<file path="src/rtl/polygon_convexity_and_bounds_macros.svh">
// Assertion macros shared by the polygon convexity and bounds RTL.
`ifndef POLYGON_CONVEXITY_AND_BOUNDS_MACROS_SVH
`define POLYGON_CONVEXITY_AND_BOUNDS_MACROS_SVH

// Same-cycle implication, disabled during reset.
`define PCVX_ASSERT(label, clk_sig, rst_sig, ante, cons) \
  label: assert property (@(posedge clk_sig) disable iff (rst_sig) (ante) |-> (cons)) \
    else $error("pcvx assertion failed");

// Next-cycle implication, disabled during reset.
`define PCVX_ASSERT_NEXT(label, clk_sig, rst_sig, ante, cons) \
  label: assert property (@(posedge clk_sig) disable iff (rst_sig) (ante) |=> (cons)) \
    else $error("pcvx assertion failed");

`endif

</file>
<file path="src/rtl/pcvx_pkg.sv">
// Package: widths, turn-sign type and helpers for the polygon convexity block.
`timescale 1ns / 1ps
package pcvx_pkg;

  localparam int COORD_BITS = 16;
  localparam int DIFF_W     = COORD_BITS + 1;
  localparam int PROD_W     = 2 * DIFF_W;

  typedef logic signed [COORD_BITS-1:0] coord_t;
  typedef logic signed [DIFF_W-1:0]     diff_t;
  typedef logic signed [PROD_W-1:0]     prod_t;

  // Sign of one cross product; both low means exactly zero.
  typedef struct packed {
    logic pos;
    logic neg;
  } turn_t;

  // Exact difference a - b, one bit wider than the coordinates.
  function automatic diff_t coord_diff(input coord_t a, input coord_t b);
    diff_t ea;
    diff_t eb;
    ea = {a[COORD_BITS-1], a};
    eb = {b[COORD_BITS-1], b};
    return ea - eb;
  endfunction

endpackage

</file>
<file path="src/rtl/pcvx_cross.sv">
// Cross product sign unit: registered products, then a signed compare.
`timescale 1ns / 1ps
module pcvx_cross (
  input  logic             clk,
  input  logic             en,
  input  pcvx_pkg::diff_t  ux,
  input  pcvx_pkg::diff_t  uy,
  input  pcvx_pkg::diff_t  wx,
  input  pcvx_pkg::diff_t  wy,
  output pcvx_pkg::turn_t  turn
);
  import pcvx_pkg::*;

  prod_t p_uxwy;
  prod_t p_uywx;

  always_ff @(posedge clk) begin
    if (en) begin
      p_uxwy <= prod_t'(ux) * prod_t'(wy);
      p_uywx <= prod_t'(uy) * prod_t'(wx);
    end
  end

  // ux*wy - uy*wx has the sign of the product comparison
  always_comb begin
    turn.pos = (p_uxwy > p_uywx);
    turn.neg = (p_uxwy < p_uywx);
  end

endmodule

</file>
<file path="config.mk">
export PLATFORM = sky130hd
export DESIGN_NAME = pcvx_cross
export DESIGN_NICKNAME = d
export VERILOG_FILES = /design/src/rtl/polygon_convexity_and_bounds_macros.svh /design/src/rtl/pcvx_pkg.sv /design/src/rtl/pcvx_cross.sv
export SDC_FILE = /design/constraint.sdc
export NUM_CORES = 2
export LEC_CHECK = 0
export BUFFER_PORTS_ARGS = -buffer_cell sky130_fd_sc_hd__clkbuf_2
export CORE_AREA = 5 5 217 219
export CTS_CLUSTER_DIAMETER = 150
export DETAILED_ROUTE_END_ITERATION = 8
export DIE_AREA = 0 0 222 224
export HOLD_SLACK_MARGIN = 0.08
export PLACE_DENSITY_LB_ADDON = 0.12
export SYNTH_ARGS = -nofsm -noshare
export SYNTH_HDL_FRONTEND = slang
export SYNTH_SLANG_ARGS = --single-unit
</file>
<file path="constraint.sdc">
create_clock -name clk -period 7.6 [get_ports clk]
set_clock_uncertainty 0.05 [all_clocks]
set_input_delay 0.76 -clock clk [delete_from_list [all_inputs] [get_ports clk]]
set_output_delay 0.76 -clock clk [all_outputs]
set_load 0.02 [all_outputs]
</file>
==> summary.txt <==
PostCTS Resize Cnt -> 0
Clk slew on worst S/H paths -> 0.05 ns
Final setup vio count -> 0
Remaining antenna violation count -> 0
Final hold vios -> 0
Total CTS buffers -> 9
Largest net degree at the start of global routing -> 69
Unrepaired setup endpoints after global routing -> no
Commonest cells after routing, fill and taps aside -> inv_1 (660), fa_1 (592), nand2_1 (289), and2_1 (282), ha_1 (204)
Number of diodes -> 0
CTS Hold Bufs -> 0
DR WL/cell -> 16.3 um
Run status -> finished clean
First-pass GRT wire length -> 90300 um
Chip height -> 224 um
Sequential share of the synthesized area -> 0.0834
Synthesized flop and latch total -> 68
Final setup TNS -> 0 ns
# nets final -> 3427
# IOs -> 72
Number of enable flip-flop cells after synthesis -> 68
Pre-antenna DRT Iters -> 5
Cell variety after synth -> 53
Netlist Area Pre-Place -> 24500 um2
CP Launch Point -> wy[8]
DRC Markers -> 0
PortBufs -> 71
Htree depth -> 3
TritonCTS Sinks -> 68
Fillers -> 4057
Startpoint Class -> primary input
Max-slew headroom -> 0.410
Root buf cell -> clkbuf_16
Max cap viols -> 0
Total track usage -> 0.221
Max Clock Freq -> 145 MHz
DP Wirelength -> 43400 um
Num rows -> 78
CTS tree -> yes
Share of layout cells above drive strength 1 -> 0.0417
Required time of the critical path -> 7.61 ns
GRT overflow -> 0
Final Max Tran Viols -> 0
CP arrival -> 6.90 ns
Final cell count without fillers -> 3166
Max FO, Critical Path -> 17
Fin crit period -> 6.89 ns
Area growth syn-to-layout -> 5.14%
Crit path capture type -> flop
Core Area -> 44900 um2
Synthesized Nets -> 3407
Hold Crit Class -> in2reg
Initial Utilization -> 0.545
Cell count after synthesis -> 2541
DR iter-0 viols -> 1006
Number of global-route vias before repair -> 18991
Post-synth ARST share -> 0
Most common cell after layout, fill and taps aside -> inv_1
Vias after detailed routing -> 16634
Worst-Margin Slew -> 0.885 ns
Die Area -> 49700 um2
Gpl congestion -> 0.864
Placed cell count -> 3150
Drt total wl -> 51700 um
Hold path startpoint -> wx[0]
CTS Buffer Depth -> 2
Period utilisation layout -> 0.907
Antenna violations before repair -> 1
Crit path kind -> in2reg
Syn. warnings -> 0
Post-DR vias/cell -> 5.25
Die W -> 222 um
Synthesized area per cell -> 9.63 um2
Ys flop type -> edfxtp_1
Post-CTS Setup Inserts -> 0
per-stage QoR:
stage          worst slack (ns)  hold WS (ns)  utilization  instance area, um2
2_1_floorplan              1.03         0.822            -               24500
3_3_place_gp              0.516          1.31        0.566               25400
3_5_place_dp              0.378          1.31        0.566               25400
4_1_cts                   0.719         0.965        0.573               25700
5_1_grt                   0.389         0.999        0.573               25700
6_report                  0.706         0.966        0.573               25700
area by class of cell:
type	instances	area (um2)	area share
repair buffers	83	445	0.0173
flip-flops and latches	68	2040	0.0793
multi-input cells	1739	19700	0.765
clock buffers	9	225	0.00875
inverters	660	2480	0.0963
well taps	600	751	0.0292
clock inverters	7	115	0.00447
flip-flops by register name, indices dropped and copies added (netlist names):
| register | count |
|---|---|
| p_uxwy | 34 |
| p_uywx | 34 |
worst max-delay path, stage by stage:
cell,delay [ns]
clkbuf_2,0.39
nand2_1,0.15
fa_1,0.55
inv_1,0.05
fa_1,0.52
inv_1,0.06
fa_1,0.53
inv_1,0.05
fa_1,0.47
fa_1,0.50
inv_1,0.05
fa_1,0.47
inv_1,0.04
ha_1,0.36
nand4_1,0.20
inv_1,0.12
o2111ai_1,0.29
a211oi_1,0.47
o2111ai_1,0.22
a31oi_1,0.28
a21o_1,0.16
a21oi_1,0.07
xnor2_1,0.14
layer usage:
| layer | track usage | vias to the layer above | part of all wire |
|---|---|---|---|
| met5 | 0 | - | 0 |
| met4 | 0.0533 | 0 | 0.024 |
| met3 | 0.0271 | 83 | 0.043 |
| met2 | 0.403 | 365 | 0.53 |
| met1 | 0.282 | 8671 | 0.40 |
| li1 | - | 7515 | - |
cell usage after synthesis, drive strengths merged, types with 5 or more instances:
cell type / count / area (um2)
a211oi: 8 / 65.1
ha: 204 / 2550
clkbuf: 74 / 278
a21oi: 55 / 275
fa: 592 / 11900
xnor2: 56 / 490
nor3: 6 / 30.0
a21o: 39 / 293
and2: 282 / 1760
o31ai: 5 / 47.5
inv: 660 / 2480
o21ai: 27 / 139
edfxtp: 68 / 2040
nor2: 64 / 240
nand4: 10 / 62.6
o21bai: 12 / 93.8
o21a: 10 / 75.1
a31oi: 6 / 52.6
nor2b: 7 / 43.8
xor2: 15 / 131
nand2b: 12 / 75.1
nand2: 289 / 1080
final timing paths:
path | end | depth (start not counted) | slack (ns)
worst min-delay path | p_uywx[0] | 2 | 0.97
worst max-delay path | p_uxwy[33] | 23 | 0.71
kinds of logic after synthesis:
| family | after synthesis | synth area share |
|---|---|---|
| adder cells (fa/ha/maj) | 796 | 0.588 |
| XOR/XNOR | 71 | 0.0254 |
| AO/OA/AOI/OAI | 185 | 0.0507 |
| multiplexers | 1 | 0.000409 |
| flip-flops | 68 | 0.0834 |
| AND/OR/NAND/NOR | 686 | 0.139 |
| buffers and inverters | 734 | 0.113 |
Power is not shown: default switching activity piles up to over one toggle a cycle in this logic, so the estimate is an artifact.
